===== config.mk =====
export PLATFORM = sky130hd
export DESIGN_NAME = i2c_master_byte_controller_unit
export DESIGN_NICKNAME = d
export VERILOG_FILES = /design/src/rtl/i2cmbc_pkg.sv /design/src/rtl/i2cmbc_regs.sv /design/src/rtl/i2cmbc_step.sv /design/src/rtl/i2c_master_byte_controller_unit.sv
export VERILOG_INCLUDE_DIRS = /design/src /design/src/rtl
export SDC_FILE = /design/constraint.sdc
export NUM_CORES = 1
export LEC_CHECK = 0
export BUFFER_PORTS_ARGS = -buffer_cell sky130_fd_sc_hd__buf_2
export CAP_MARGIN = 20
export CORE_MARGIN = 8
export CORE_UTILIZATION = 48
export DETAILED_ROUTE_END_ITERATION = 10
export PLACE_DENSITY = 0.74
export SETUP_SLACK_MARGIN = 0.3
export SYNTH_ARGS = -nofsm -noshare
export SYNTH_HDL_FRONTEND = slang
export SYNTH_SLANG_ARGS = --single-unit

===== constraint.sdc =====
create_clock -name clk_i -period 8.75 [get_ports clk_i]
set_clock_uncertainty 0.05 [all_clocks]
set_input_delay 1.75 -clock clk_i [delete_from_list [all_inputs] [get_ports clk_i]]
set_output_delay 1.75 -clock clk_i [all_outputs]
set_load 0.005 [all_outputs]

===== src/rtl/i2c_master_byte_controller_unit_defines.svh =====
// assertion macros shared by the rtl
`ifndef I2C_MASTER_BYTE_CONTROLLER_UNIT_DEFINES_SVH
`define I2C_MASTER_BYTE_CONTROLLER_UNIT_DEFINES_SVH

// property checked on every clock edge outside reset
`define I2CMBC_ASSERT(name, prop, msg) \
  name: assert property (@(posedge clk_i) disable iff (!rst_ni) (prop)) else $error(msg);

// condition in one cycle implies consequence in the next
`define I2CMBC_ASSERT_NXT(name, ante, cons, msg) \
  name: assert property (@(posedge clk_i) disable iff (!rst_ni) (ante) |=> (cons)) \
    else $error(msg);

`endif


===== src/rtl/i2cmbc_pkg.sv =====
package i2cmbc_pkg;

  // configuration
  localparam int unsigned HalfPeriodW = 16;
  localparam logic [HalfPeriodW-1:0] HalfPeriodRst = 16'd4;
  localparam int unsigned ApbAddrW = 3;
  localparam logic RegIdxHalfPeriod = 1'b0;

  // msb select mask for byte shifting
  localparam logic [7:0] MsbMask = 8'h80;

  // bus commands
  typedef enum logic [1:0] {
    CMD_START = 2'd0,
    CMD_STOP  = 2'd1,
    CMD_WRITE = 2'd2,
    CMD_READ  = 2'd3
  } cmd_e;

  // sequencer phases, one-hot
  typedef enum logic [14:0] {
    PH_IDLE   = 15'h0001,
    PH_S_SCLH = 15'h0002,
    PH_S_SDAL = 15'h0004,
    PH_S_END  = 15'h0008,
    PH_P_SCLH = 15'h0010,
    PH_P_SDAH = 15'h0020,
    PH_P_END  = 15'h0040,
    PH_W_HI   = 15'h0080,
    PH_W_LO   = 15'h0100,
    PH_W_AH   = 15'h0200,
    PH_W_END  = 15'h0400,
    PH_R_HI   = 15'h0800,
    PH_R_LO   = 15'h1000,
    PH_R_AH   = 15'h2000,
    PH_R_END  = 15'h4000
  } phase_e;

  // input item
  typedef struct packed {
    logic       cmd_valid;
    logic [1:0] req_type;
    logic [7:0] write_byte;
    logic       ack_to_send;
    logic       sda_in;
  } in_item_t;

  // result item
  typedef struct packed {
    logic       scl_out;
    logic       sda_out;
    logic       busy_res;
    logic       done_res;
    logic [7:0] read_byte;
    logic       ack_seen;
  } out_item_t;

  // controller state
  typedef struct packed {
    phase_e                 phase;
    logic [HalfPeriodW-1:0] wait_count;
    logic [3:0]             bit_index;
    logic [7:0]             shift_byte;
    logic                   pending_ack;
    logic                   scl_level;
    logic                   sda_level;
    logic [7:0]             last_read;
    logic                   last_ack;
  } state_t;

  localparam state_t StateRst = '{
    phase:       PH_IDLE,
    wait_count:  '0,
    bit_index:   '0,
    shift_byte:  '0,
    pending_ack: 1'b1,
    scl_level:   1'b1,
    sda_level:   1'b1,
    last_read:   '0,
    last_ack:    1'b1
  };

  // bit of a byte at msb-first position
  function automatic logic tx_bit(logic [7:0] data, logic [2:0] idx);
    logic [7:0] mask;
    mask = MsbMask >> idx;
    return |(data & mask);
  endfunction

endpackage


===== src/rtl/i2cmbc_regs.sv =====
module i2cmbc_regs (
  input  logic                                clk_i,
  input  logic                                rst_ni,
  input  logic                                psel,
  input  logic                                penable,
  input  logic                                pwrite,
  input  logic [i2cmbc_pkg::ApbAddrW-1:0]     paddr,
  input  logic [31:0]                         pwdata,
  output logic [31:0]                         prdata,
  output logic                                pready,
  output logic [i2cmbc_pkg::HalfPeriodW-1:0]  half_period_o
);
  import i2cmbc_pkg::*;

  logic [HalfPeriodW-1:0] half_period_q;
  logic                   wr_en;
  logic                   sel_half_period;

  // address decode
  assign sel_half_period = (paddr[ApbAddrW-1] == RegIdxHalfPeriod);
  assign wr_en           = psel && penable && pwrite;

  // register write
  always_ff @(posedge clk_i or negedge rst_ni) begin
    if (!rst_ni) begin
      half_period_q <= HalfPeriodRst;
    end else if (wr_en && sel_half_period) begin
      half_period_q <= pwdata[HalfPeriodW-1:0];
    end
  end

  // read back
  always_comb begin
    prdata = '0;
    if (sel_half_period) begin
      prdata = {{(32-HalfPeriodW){1'b0}}, half_period_q};
    end
  end

  assign pready        = 1'b1;
  assign half_period_o = half_period_q;

endmodule


===== src/rtl/i2cmbc_step.sv =====
module i2cmbc_step (
  input  i2cmbc_pkg::state_t                  st_i,
  input  i2cmbc_pkg::in_item_t                item_i,
  input  logic [i2cmbc_pkg::HalfPeriodW-1:0]  half_period_i,
  output i2cmbc_pkg::state_t                  st_o,
  output i2cmbc_pkg::out_item_t               res_o
);
  import i2cmbc_pkg::*;

  state_t                 st;
  logic                   done;
  logic [HalfPeriodW-1:0] wait_arm;
  logic [HalfPeriodW-1:0] wait_dec;
  logic [3:0]             bit_nxt;
  logic [7:0]             rd_mask;

  // zero half period counts as one tick
  assign wait_arm = (half_period_i == '0) ? {{(HalfPeriodW-1){1'b0}}, 1'b1} : half_period_i;
  assign wait_dec = (st_i.wait_count != '0) ? st_i.wait_count - 1'b1 : '0;
  assign bit_nxt  = st_i.bit_index + 4'd1;
  assign rd_mask  = MsbMask >> st_i.bit_index[2:0];

  // one tick of the sequencer
  always_comb begin
    st   = st_i;
    done = 1'b0;
    if (st_i.phase == PH_IDLE) begin
      // command launch, first pin change in the same tick
      if (item_i.cmd_valid) begin
        st.bit_index  = '0;
        st.wait_count = wait_arm;
        unique case (item_i.req_type)
          CMD_START: begin
            st.scl_level = 1'b0;
            st.sda_level = 1'b1;
            st.phase     = PH_S_SCLH;
          end
          CMD_STOP: begin
            st.scl_level = 1'b0;
            st.sda_level = 1'b0;
            st.phase     = PH_P_SCLH;
          end
          CMD_WRITE: begin
            st.shift_byte = item_i.write_byte;
            st.sda_level  = item_i.write_byte[7];
            st.phase      = PH_W_HI;
          end
          CMD_READ: begin
            st.shift_byte  = '0;
            st.pending_ack = item_i.ack_to_send;
            st.sda_level   = 1'b1;
            st.phase       = PH_R_HI;
          end
        endcase
      end
    end else begin
      st.wait_count = wait_dec;
      if (wait_dec == '0) begin
        st.wait_count = wait_arm;
        unique case (st_i.phase) inside
          PH_S_SCLH: begin
            st.scl_level = 1'b1;
            st.phase     = PH_S_SDAL;
          end
          PH_S_SDAL: begin
            st.sda_level = 1'b0;
            st.phase     = PH_S_END;
          end
          PH_P_SCLH: begin
            st.scl_level = 1'b1;
            st.phase     = PH_P_SDAH;
          end
          PH_P_SDAH: begin
            st.sda_level = 1'b1;
            st.phase     = PH_P_END;
          end
          PH_W_HI: begin
            st.scl_level = 1'b1;
            st.phase     = PH_W_LO;
          end
          PH_W_LO: begin
            st.scl_level = 1'b0;
            st.bit_index = bit_nxt;
            if (!bit_nxt[3]) begin
              st.sda_level = tx_bit(st_i.shift_byte, bit_nxt[2:0]);
              st.phase     = PH_W_HI;
            end else begin
              st.sda_level = 1'b1;
              st.phase     = PH_W_AH;
            end
          end
          PH_W_AH: begin
            st.scl_level = 1'b1;
            st.last_ack  = item_i.sda_in;
            st.phase     = PH_W_END;
          end
          PH_R_HI: begin
            st.scl_level = 1'b1;
            if (item_i.sda_in) begin
              st.shift_byte = st_i.shift_byte | rd_mask;
            end else begin
              st.shift_byte = st_i.shift_byte & ~rd_mask;
            end
            st.phase = PH_R_LO;
          end
          PH_R_LO: begin
            st.scl_level = 1'b0;
            st.bit_index = bit_nxt;
            if (!bit_nxt[3]) begin
              st.phase = PH_R_HI;
            end else begin
              st.last_read = st_i.shift_byte;
              st.sda_level = st_i.pending_ack;
              st.phase     = PH_R_AH;
            end
          end
          PH_R_AH: begin
            st.scl_level = 1'b1;
            st.phase     = PH_R_END;
          end
          PH_S_END, PH_P_END, PH_W_END, PH_R_END: begin
            st.scl_level  = 1'b0;
            st.phase      = PH_IDLE;
            st.wait_count = '0;
            done          = 1'b1;
          end
          default: begin
            st.phase      = PH_IDLE;
            st.wait_count = '0;
          end
        endcase
      end
    end
  end

  // result fields reflect the state after the tick
  assign st_o               = st;
  assign res_o.scl_out      = st.scl_level;
  assign res_o.sda_out      = st.sda_level;
  assign res_o.busy_res     = (st.phase != PH_IDLE);
  assign res_o.done_res     = done;
  assign res_o.read_byte    = st.last_read;
  assign res_o.ack_seen     = st.last_ack;

endmodule


===== src/rtl/i2c_master_byte_controller_unit.sv =====
// I2C master byte controller. Each input item is one tick of the bus
// sequencer: the sampled SDA level plus an optional start, stop, write or
// read command, taken only while no sequence runs. Each item yields exactly
// one result item with the SCL/SDA drive levels, busy, a done pulse, the last
// byte read and the last acknowledge sampled.
// Both channels use valid/ready. An accepted item is held in an input
// register, processed by the sequencer step logic, and its result lands in
// an output register, so the result is shown once it has passed both
// registers; one item is taken every cycle unless the receiver stalls.
// The wait between pin changes comes from the half period register
// (APB, offset 0, 16 bits, reset value 4); write it only while idle.
// When the receiver stalls, the result is held, the sequencer state is
// frozen and the held input item fills the input register; in_ready_o
// drops once that register is full. Reset empties both registers, releases
// SCL and SDA and returns the sequencer to idle.
`include "i2c_master_byte_controller_unit_defines.svh"

module i2c_master_byte_controller_unit (
  input  logic                                clk_i,
  input  logic                                rst_ni,
  input  logic                                in_valid_i,
  output logic                                in_ready_o,
  input  i2cmbc_pkg::in_item_t                in_item_i,
  output logic                                out_valid_o,
  input  logic                                out_ready_i,
  output i2cmbc_pkg::out_item_t               out_item_o,
  input  logic                                psel,
  input  logic                                penable,
  input  logic                                pwrite,
  input  logic [i2cmbc_pkg::ApbAddrW-1:0]     paddr,
  input  logic [31:0]                         pwdata,
  output logic [31:0]                         prdata,
  output logic                                pready
);
  import i2cmbc_pkg::*;

  logic                   in_valid_q;
  in_item_t               in_q;
  state_t                 state_q;
  state_t                 st_d;
  out_item_t              res;
  logic                   out_valid_q;
  out_item_t              out_q;
  logic                   adv;
  logic [HalfPeriodW-1:0] half_period;

  // configuration registers
  i2cmbc_regs u_regs (
    .clk_i         (clk_i),
    .rst_ni        (rst_ni),
    .psel          (psel),
    .penable       (penable),
    .pwrite        (pwrite),
    .paddr         (paddr),
    .pwdata        (pwdata),
    .prdata        (prdata),
    .pready        (pready),
    .half_period_o (half_period)
  );

  // item advances when the output slot is free or being drained
  assign adv        = in_valid_q && (!out_valid_q || out_ready_i);
  assign in_ready_o = !in_valid_q || adv;

  // input register
  always_ff @(posedge clk_i or negedge rst_ni) begin
    if (!rst_ni) begin
      in_valid_q <= 1'b0;
    end else if (in_ready_o) begin
      in_valid_q <= in_valid_i;
    end
  end

  always_ff @(posedge clk_i) begin
    if (in_valid_i && in_ready_o) begin
      in_q <= in_item_i;
    end
  end

  // sequencer step
  i2cmbc_step u_step (
    .st_i          (state_q),
    .item_i        (in_q),
    .half_period_i (half_period),
    .st_o          (st_d),
    .res_o         (res)
  );

  // sequencer state
  always_ff @(posedge clk_i or negedge rst_ni) begin
    if (!rst_ni) begin
      state_q <= StateRst;
    end else if (adv) begin
      state_q <= st_d;
    end
  end

  // output register
  always_ff @(posedge clk_i or negedge rst_ni) begin
    if (!rst_ni) begin
      out_valid_q <= 1'b0;
    end else if (adv) begin
      out_valid_q <= 1'b1;
    end else if (out_ready_i) begin
      out_valid_q <= 1'b0;
    end
  end

  always_ff @(posedge clk_i) begin
    if (adv) begin
      out_q <= res;
    end
  end

  assign out_valid_o = out_valid_q;
  assign out_item_o  = out_q;

  // checks
  `I2CMBC_ASSERT(a_done_not_busy, out_valid_q && out_q.done_res |-> !out_q.busy_res, "done while busy")
  `I2CMBC_ASSERT(a_done_from_busy, adv && res.done_res |-> state_q.phase != PH_IDLE, "done from idle")
  `I2CMBC_ASSERT_NXT(a_state_hold, !adv, $stable(state_q), "state moved without an item")
  `I2CMBC_ASSERT_NXT(a_in_hold, in_valid_q && !adv, in_valid_q && $stable(in_q), "held item lost")

endmodule

**After elaboration in Yosys (flattened, before gate mapping)**

Cells that the tools add are included.

- Bits in registers: 99
- Bits of input ports: 55
- Output and inout bits: 48
- Logic and storage cells: 114

- $add $sub $neg: 2
- Equal/unequal tests: 21
- Shift operators: 2
- Mux-type cells: 30
- Bitwise operators: 6
- Reductions and logical operators: 30

Operators by type and width:

| cell | number |
|---|---|
| $pmux W15 S10 | 1 |
| $mux W43 | 2 |
| $mux W16 | 4 |
| $pmux W15 S4 | 1 |
| $mux W46 | 1 |
| $logic_not A16 Y1 | 2 |
| $mux W8 | 3 |
| $mux W9 | 2 |
| $and A8 B8 Y8 | 2 |
| $pmux W8 S2 | 1 |
| $reduce_bool A16 Y1 | 1 |
| $shr A8 B3 Y8 const A | 2 |
| $sub A16 B1 Y16 const B | 1 |
| $eq A15 B1 Y1 const B | 1 |
| $eq A15 B10 Y1 const B | 1 |
| $eq A15 B11 Y1 const B | 1 |
| $eq A15 B12 Y1 const B | 1 |
| $eq A15 B13 Y1 const B | 1 |
| $eq A15 B14 Y1 const B | 1 |
| $eq A15 B15 Y1 const B | 1 |
| $eq A15 B2 Y1 const B | 1 |
| $eq A15 B3 Y1 const B | 1 |
| $eq A15 B4 Y1 const B | 1 |
| $eq A15 B5 Y1 const B | 1 |
| other kinds (35) | 57 |

**Depth between registers and ports, before layout**

- Depth in word-level cells: 8
- Gate-level depth with buffers: 13
- Gate-level depth less buffers: 10

**Cells and area by module**

Synthesis repeated with hierarchy kept, for this count alone.

- Cells, all modules: 621
- Area, all modules: 6,512.5 um^2

By module, submodules not included:

| module | times used | cells each | area each (um^2) | seq. area each (um^2) |
|---|---|---|---|---|
| i2c_master_byte_controller_unit | 1 | 151 | 3,080.5 | 2,213.4 |
| i2cmbc_step | 1 | 400 | 2,531.2 | 0.0 |
| i2cmbc_regs | 1 | 70 | 900.9 | 401.6 |

**Worst setup path after synthesis**

OpenSTA, ideal clock, no wires.

- Path type: in2out
- From: input paddr[2] (netlist bit)
- To: output prdata[10]
- Arrival time: 2.088 ns
- Required time: 6.950 ns
- Setup slack: 4.862 ns
- Stages on the path: 2
- Cells stage by stage: clkbuf_1 -> nor2b_1

- Cells in the longest elaborated chain, start to end: 1

RTL lines:

| what | line | text |
|---|---|---|
| start: declaration | i2c_master_byte_controller_unit.sv:30 | `input logic [i2cmbc_pkg::ApbAddrW-1:0] paddr,` |
| $mux W16 | i2cmbc_regs.sv:35 | `if (sel_half_period) begin` |
| end: declaration | i2c_master_byte_controller_unit.sv:32 | `output logic [31:0] prdata,` |

No other way between the ends.

**Worst setup path in the final report**

- From: input out_ready_i
- To: register state_q[37] (netlist bit)

- Cells in the longest elaborated chain, start to end: 3

RTL lines:

| what | line | text |
|---|---|---|
| start: declaration | i2c_master_byte_controller_unit.sv:25 | `input logic out_ready_i,` |
| $logic_or A1 B1 Y1 | i2c_master_byte_controller_unit.sv:62 | `assign adv = in_valid_q && (!out_valid_q \|\| out_ready_i);` |
| $logic_and A1 B1 Y1 | i2c_master_byte_controller_unit.sv:62 |  |
| named net adv | i2c_master_byte_controller_unit.sv:44 | `logic adv;` |
| $reduce_and A2 Y1 (no source line) | -- |  |
| end signal: assignment | i2c_master_byte_controller_unit.sv:92 | `state_q <= StateRst;` |
| end signal: assignment | i2c_master_byte_controller_unit.sv:94 | `state_q <= st_d;` |
| end: declaration | i2c_master_byte_controller_unit.sv:39 | `state_t state_q;` |

The timed path passes the listed nets, and every way through them passes these cells.
A chain may end at the register's enable or synchronous reset.

==> summary.md <==
| Metric | Value |
|---|---|
| Outcome | finished, final reports clean |
| Vias per std cell | ~5.9 |
| WP buf/inv | 3 |
| VDD IR-drop max | 157 uV |
| FF-to-FF setup slack | 4850 ps |
| Max Cap Violations | 0 |
| Clk sinks | 99 |
| Min cycle time layout | 4370 ps |
| Routed WL | between 10 and 15 mm |
| Achievable Freq | between 200 and 250 MHz |
| Total CTS buffers | 9 |
| Fill count | 960 |
| Die W | 124 um |
| Critical path's top delay family | buffers and inverters |
| Share of cells above drive strength 1 | 0.243 |
| Yosys top cell area share | 0.297 |
| Post-detailed-route wirelength per cell | ~18 um |
| Crit-path cells | buf_2, nand2b_1, nand2_1, clkinv_1, o21ai_1, buf_4, or4_1, nand2_1, a31o_2, a21o_1 |
| Dpl cells | around 740 |
| Htree depth | 3 |
| Crit share post-route | 0.500 |
| I/O pins | 103 |
| Standby leakage power | ~2.8 nW |
| WHS Endpoint | state_q[10]$_DFFE_PN1P_ |
| Initial core utilization | 0.493 |
| Hold Path Origin | state_q[10]$_DFFE_PN1P_ |
| Residual DRC count | 0 |
| Worst r2r src | state_q[24]$_DFFE_PN0P_ |
| Setup TNS | 0 ps |
| Hold path cells | 2 |
| Post-route ant nets | 0 |
| Nets | 675 |
| Element type at the critical path end | register |
| Synth Area per Inst | 10.4 um2 |
| CP peak stage delay | 920 ps |
| Largest area contributor in the netlist | dfrtp_1 |
| Initial antenna violation count | 0 |
| Cell area after synthesis | 5650 um2 |
| Worst EP required | about 9000 ps |
| Clock latency on the worst-skew pair | approximately 360 ps |
| Final Worst Setup Slack | roughly 4400 ps |
| Register area share after synthesis | 0.463 |
| Antenna cell count | 0 |
| Final Setup Violations | 0 |
| Synth warn | 0 |
| Arrival @ worst endpoint | between 4000 and 5000 ps |
| CP Launch Type | primary input |
| Worst Setup Path Type | primary input to register |
| Post-synthesis cell type count | 78 |
| Clk buf depth | 2 |
| CP Max Fanout | 22 |
| Area delta synth->final | 12.5% |
| EDFF count, synth | 26 |
| Register-to-Register Path Depth | 9 |
| Die Y | 124 um |
| Top cells by area, synth | dfrtp_1 (30%), edfxtp_1 (14%), mux2_2 (5.6%) |
| Multi-input logic area | roughly 2800 um2 |
| Power Density | 172 nW/um2 |
| I/O Buffers | 67 |
| Via Count | 4468 |
| Synth Flop Type | dfrtp_1 |
| Slew @ Worst Pin | between 900 and 1000 ps |
| Worst-path clk slew | about 70 ps |
| Pin count of the biggest net entering global routing | 74 |
| Crit-path slowest cell | clkinv_1 |
| Core box area | roughly 11000 um2 |
| Setup fix buffers added after clock tree synthesis | 0 |
| Synth Instances | 544 |
| RSZ-0062 raised after global routing | no |
| Std-Cell Rows | 39 |
| Fraction of registers with async set/reset | 0.737 |
| Vias in the first global route | between 4000 and 5000 |
| Post-cts hold buffer count | 0 |
| 1st-pass router iterations | 5 |
| Hold Fails Final Rpt | 0 |
| Initial DRC count | around 360 |
| RD Place Congestion | around 0.97 |
| DIE AREA | around 15000 um2 |
| FF-to-FF End | state_q[5]$_DFFE_PN0P_ |
| Synth Register Bits | 99 |
| Total grt overflow | 0 |
| FF+latch area | 2620 um2 |
| Crit-path most repeated cell | nand2_1 |
| Clk root buf | clkbuf_16 |
| Post-CTS resize count | 0 |
| Global-route wire length before repair | ~22 mm |
| Rel. slew slack | 0.374 |
| Final HPWL DP | 10.0 mm |
| All-Layer GR Usage | 0.175 |
| Slew Limit Fails | 0 |
| Class of the worst hold path | register to register |
| Final non-filler cell total | between 700 and 800 |
| TritonCTS clock tree | done |
| Setup WS pre-CTS | approximately 4000 ps |
-- per-layer routing --
metal | routed length, um | vias to the layer above | track usage | share of wire
met5 | 0 | - | 0 | 0
met4 | 214 | 0 | 0.0553 | 0.016
met3 | 783 | 18 | 0.0511 | 0.057
met2 | 6190 | 174 | 0.270 | 0.45
met1 | 6490 | 2158 | 0.230 | 0.47
li1 | - | 2118 | - | -
-- worst max-delay path by stage --
stage | slack (ps) | from | endpoint | depth (start not counted)
final | 4380 | out_ready_i | state_q[37]$_DFFE_PN0P_ | 10
after global routing | 4140 | out_ready_i | state_q[37]$_DFFE_PN0P_ | 10
after CTS | 4380 | out_ready_i | state_q[37]$_DFFE_PN0P_ | 10
after detailed placement | 4010 | out_ready_i | state_q[37]$_DFFE_PN0P_ | 10
after global placement | 4080 | out_ready_i | state_q[37]$_DFFE_PN0P_ | 10
after floorplan | 4860 | paddr[2] | prdata[10] | 2
-- state kept, by name, indices dropped and copies added, names as in the netlist --
signal                cells
out_item_o               13
out_valid_o               1
in_q                     13
state_q                  55
in_valid_q                1
u_regs.half_period_o     16
-- report_power, final --
group          total [mW]  internal [mW]  switching [mW]
registers           0.549          0.509          0.0402
clock network       0.415          0.209           0.206
logic               0.127         0.0628          0.0645
-- worst reg2reg max path, stage by stage (launching register included) --
cell and delay [ps]:
dfrtp_1 460, inv_1 110, ha_1 240, or3b_4 430
nor3_2 180, mux2i_1 290, and4_1 400, nand4_4 360
nor4_4 910, mux2_4 360
-- cells in the mapped netlist (all sizes together) (3+ instances only) --
cell,n
dfrtp,67
nor2,52
nand2,44
mux2,36
edfxtp,26
o21ai,26
buf,25
a21oi,24
nor2b,17
nor3,17
nor4,16
inv,13
a22o,12
ha,12
nand4,11
a31oi,9
mux2i,8
nand2b,8
nand3,8
clkbuf,7
a21o,6
and3,6
dfstp,6
or4,6
a211o,5
nand4b,5
o31ai,5
xnor2,5
a21boi,4
and2,4
nor3b,4
or3,4
or3b,4
a31o,3
and4b,3
nand3b,3
nor4b,3
o22ai,3
-- cell families after synthesis --
family,share of synthesized area
and+or+nand+nor,0.223
DFF,0.463
muxes,0.0913
AOI/OAI and AO/OA,0.140
other,0.00133
xor gates and xnor gates,0.00775
adders and majority gates,0.0266
buffers and inverters,0.0474
-- final cells by class --
| cell class | count | share of cell area |
|---|---|---|
| Clock inverter | 7 | 0.0152 |
| Timing Repair Buffer | 70 | 0.0563 |
| Multi-Input combinational cell | 413 | 0.444 |
| Inverter | 15 | 0.00887 |
| Tap cell | 143 | 0.0282 |
| Clock buffer | 9 | 0.0355 |
| Sequential cell | 99 | 0.412 |
-- stage by stage --
step                      area (um2)  hold WS [ps]  total power, mW   util
after floorplan                 5700           404            0.637      -
after CTS                       6340           438             1.10  0.553
after global routing            6350           465             1.14  0.554
after global placement          6020           421            0.679  0.525
after detailed placement        6020           426            0.685  0.525
final                           6350           438             1.09  0.554
-- placed cells by master (no fill, tap or decap), types with 13 or more instances in the layout --
| cell | count |
|---|---|
| a21oi_1 | 24 |
| mux2_2 | 28 |
| inv_1 | 13 |
| nor2b_1 | 17 |
| o21ai_0 | 23 |
| nor3_1 | 14 |
| nor4_1 | 14 |
| conb_1 | 17 |
| nor2_1 | 52 |
| buf_2 | 67 |
| edfxtp_1 | 26 |
| dfrtp_1 | 67 |
| nand2_1 | 43 |
No activity file was read; power rests on OpenSTA's default activity.
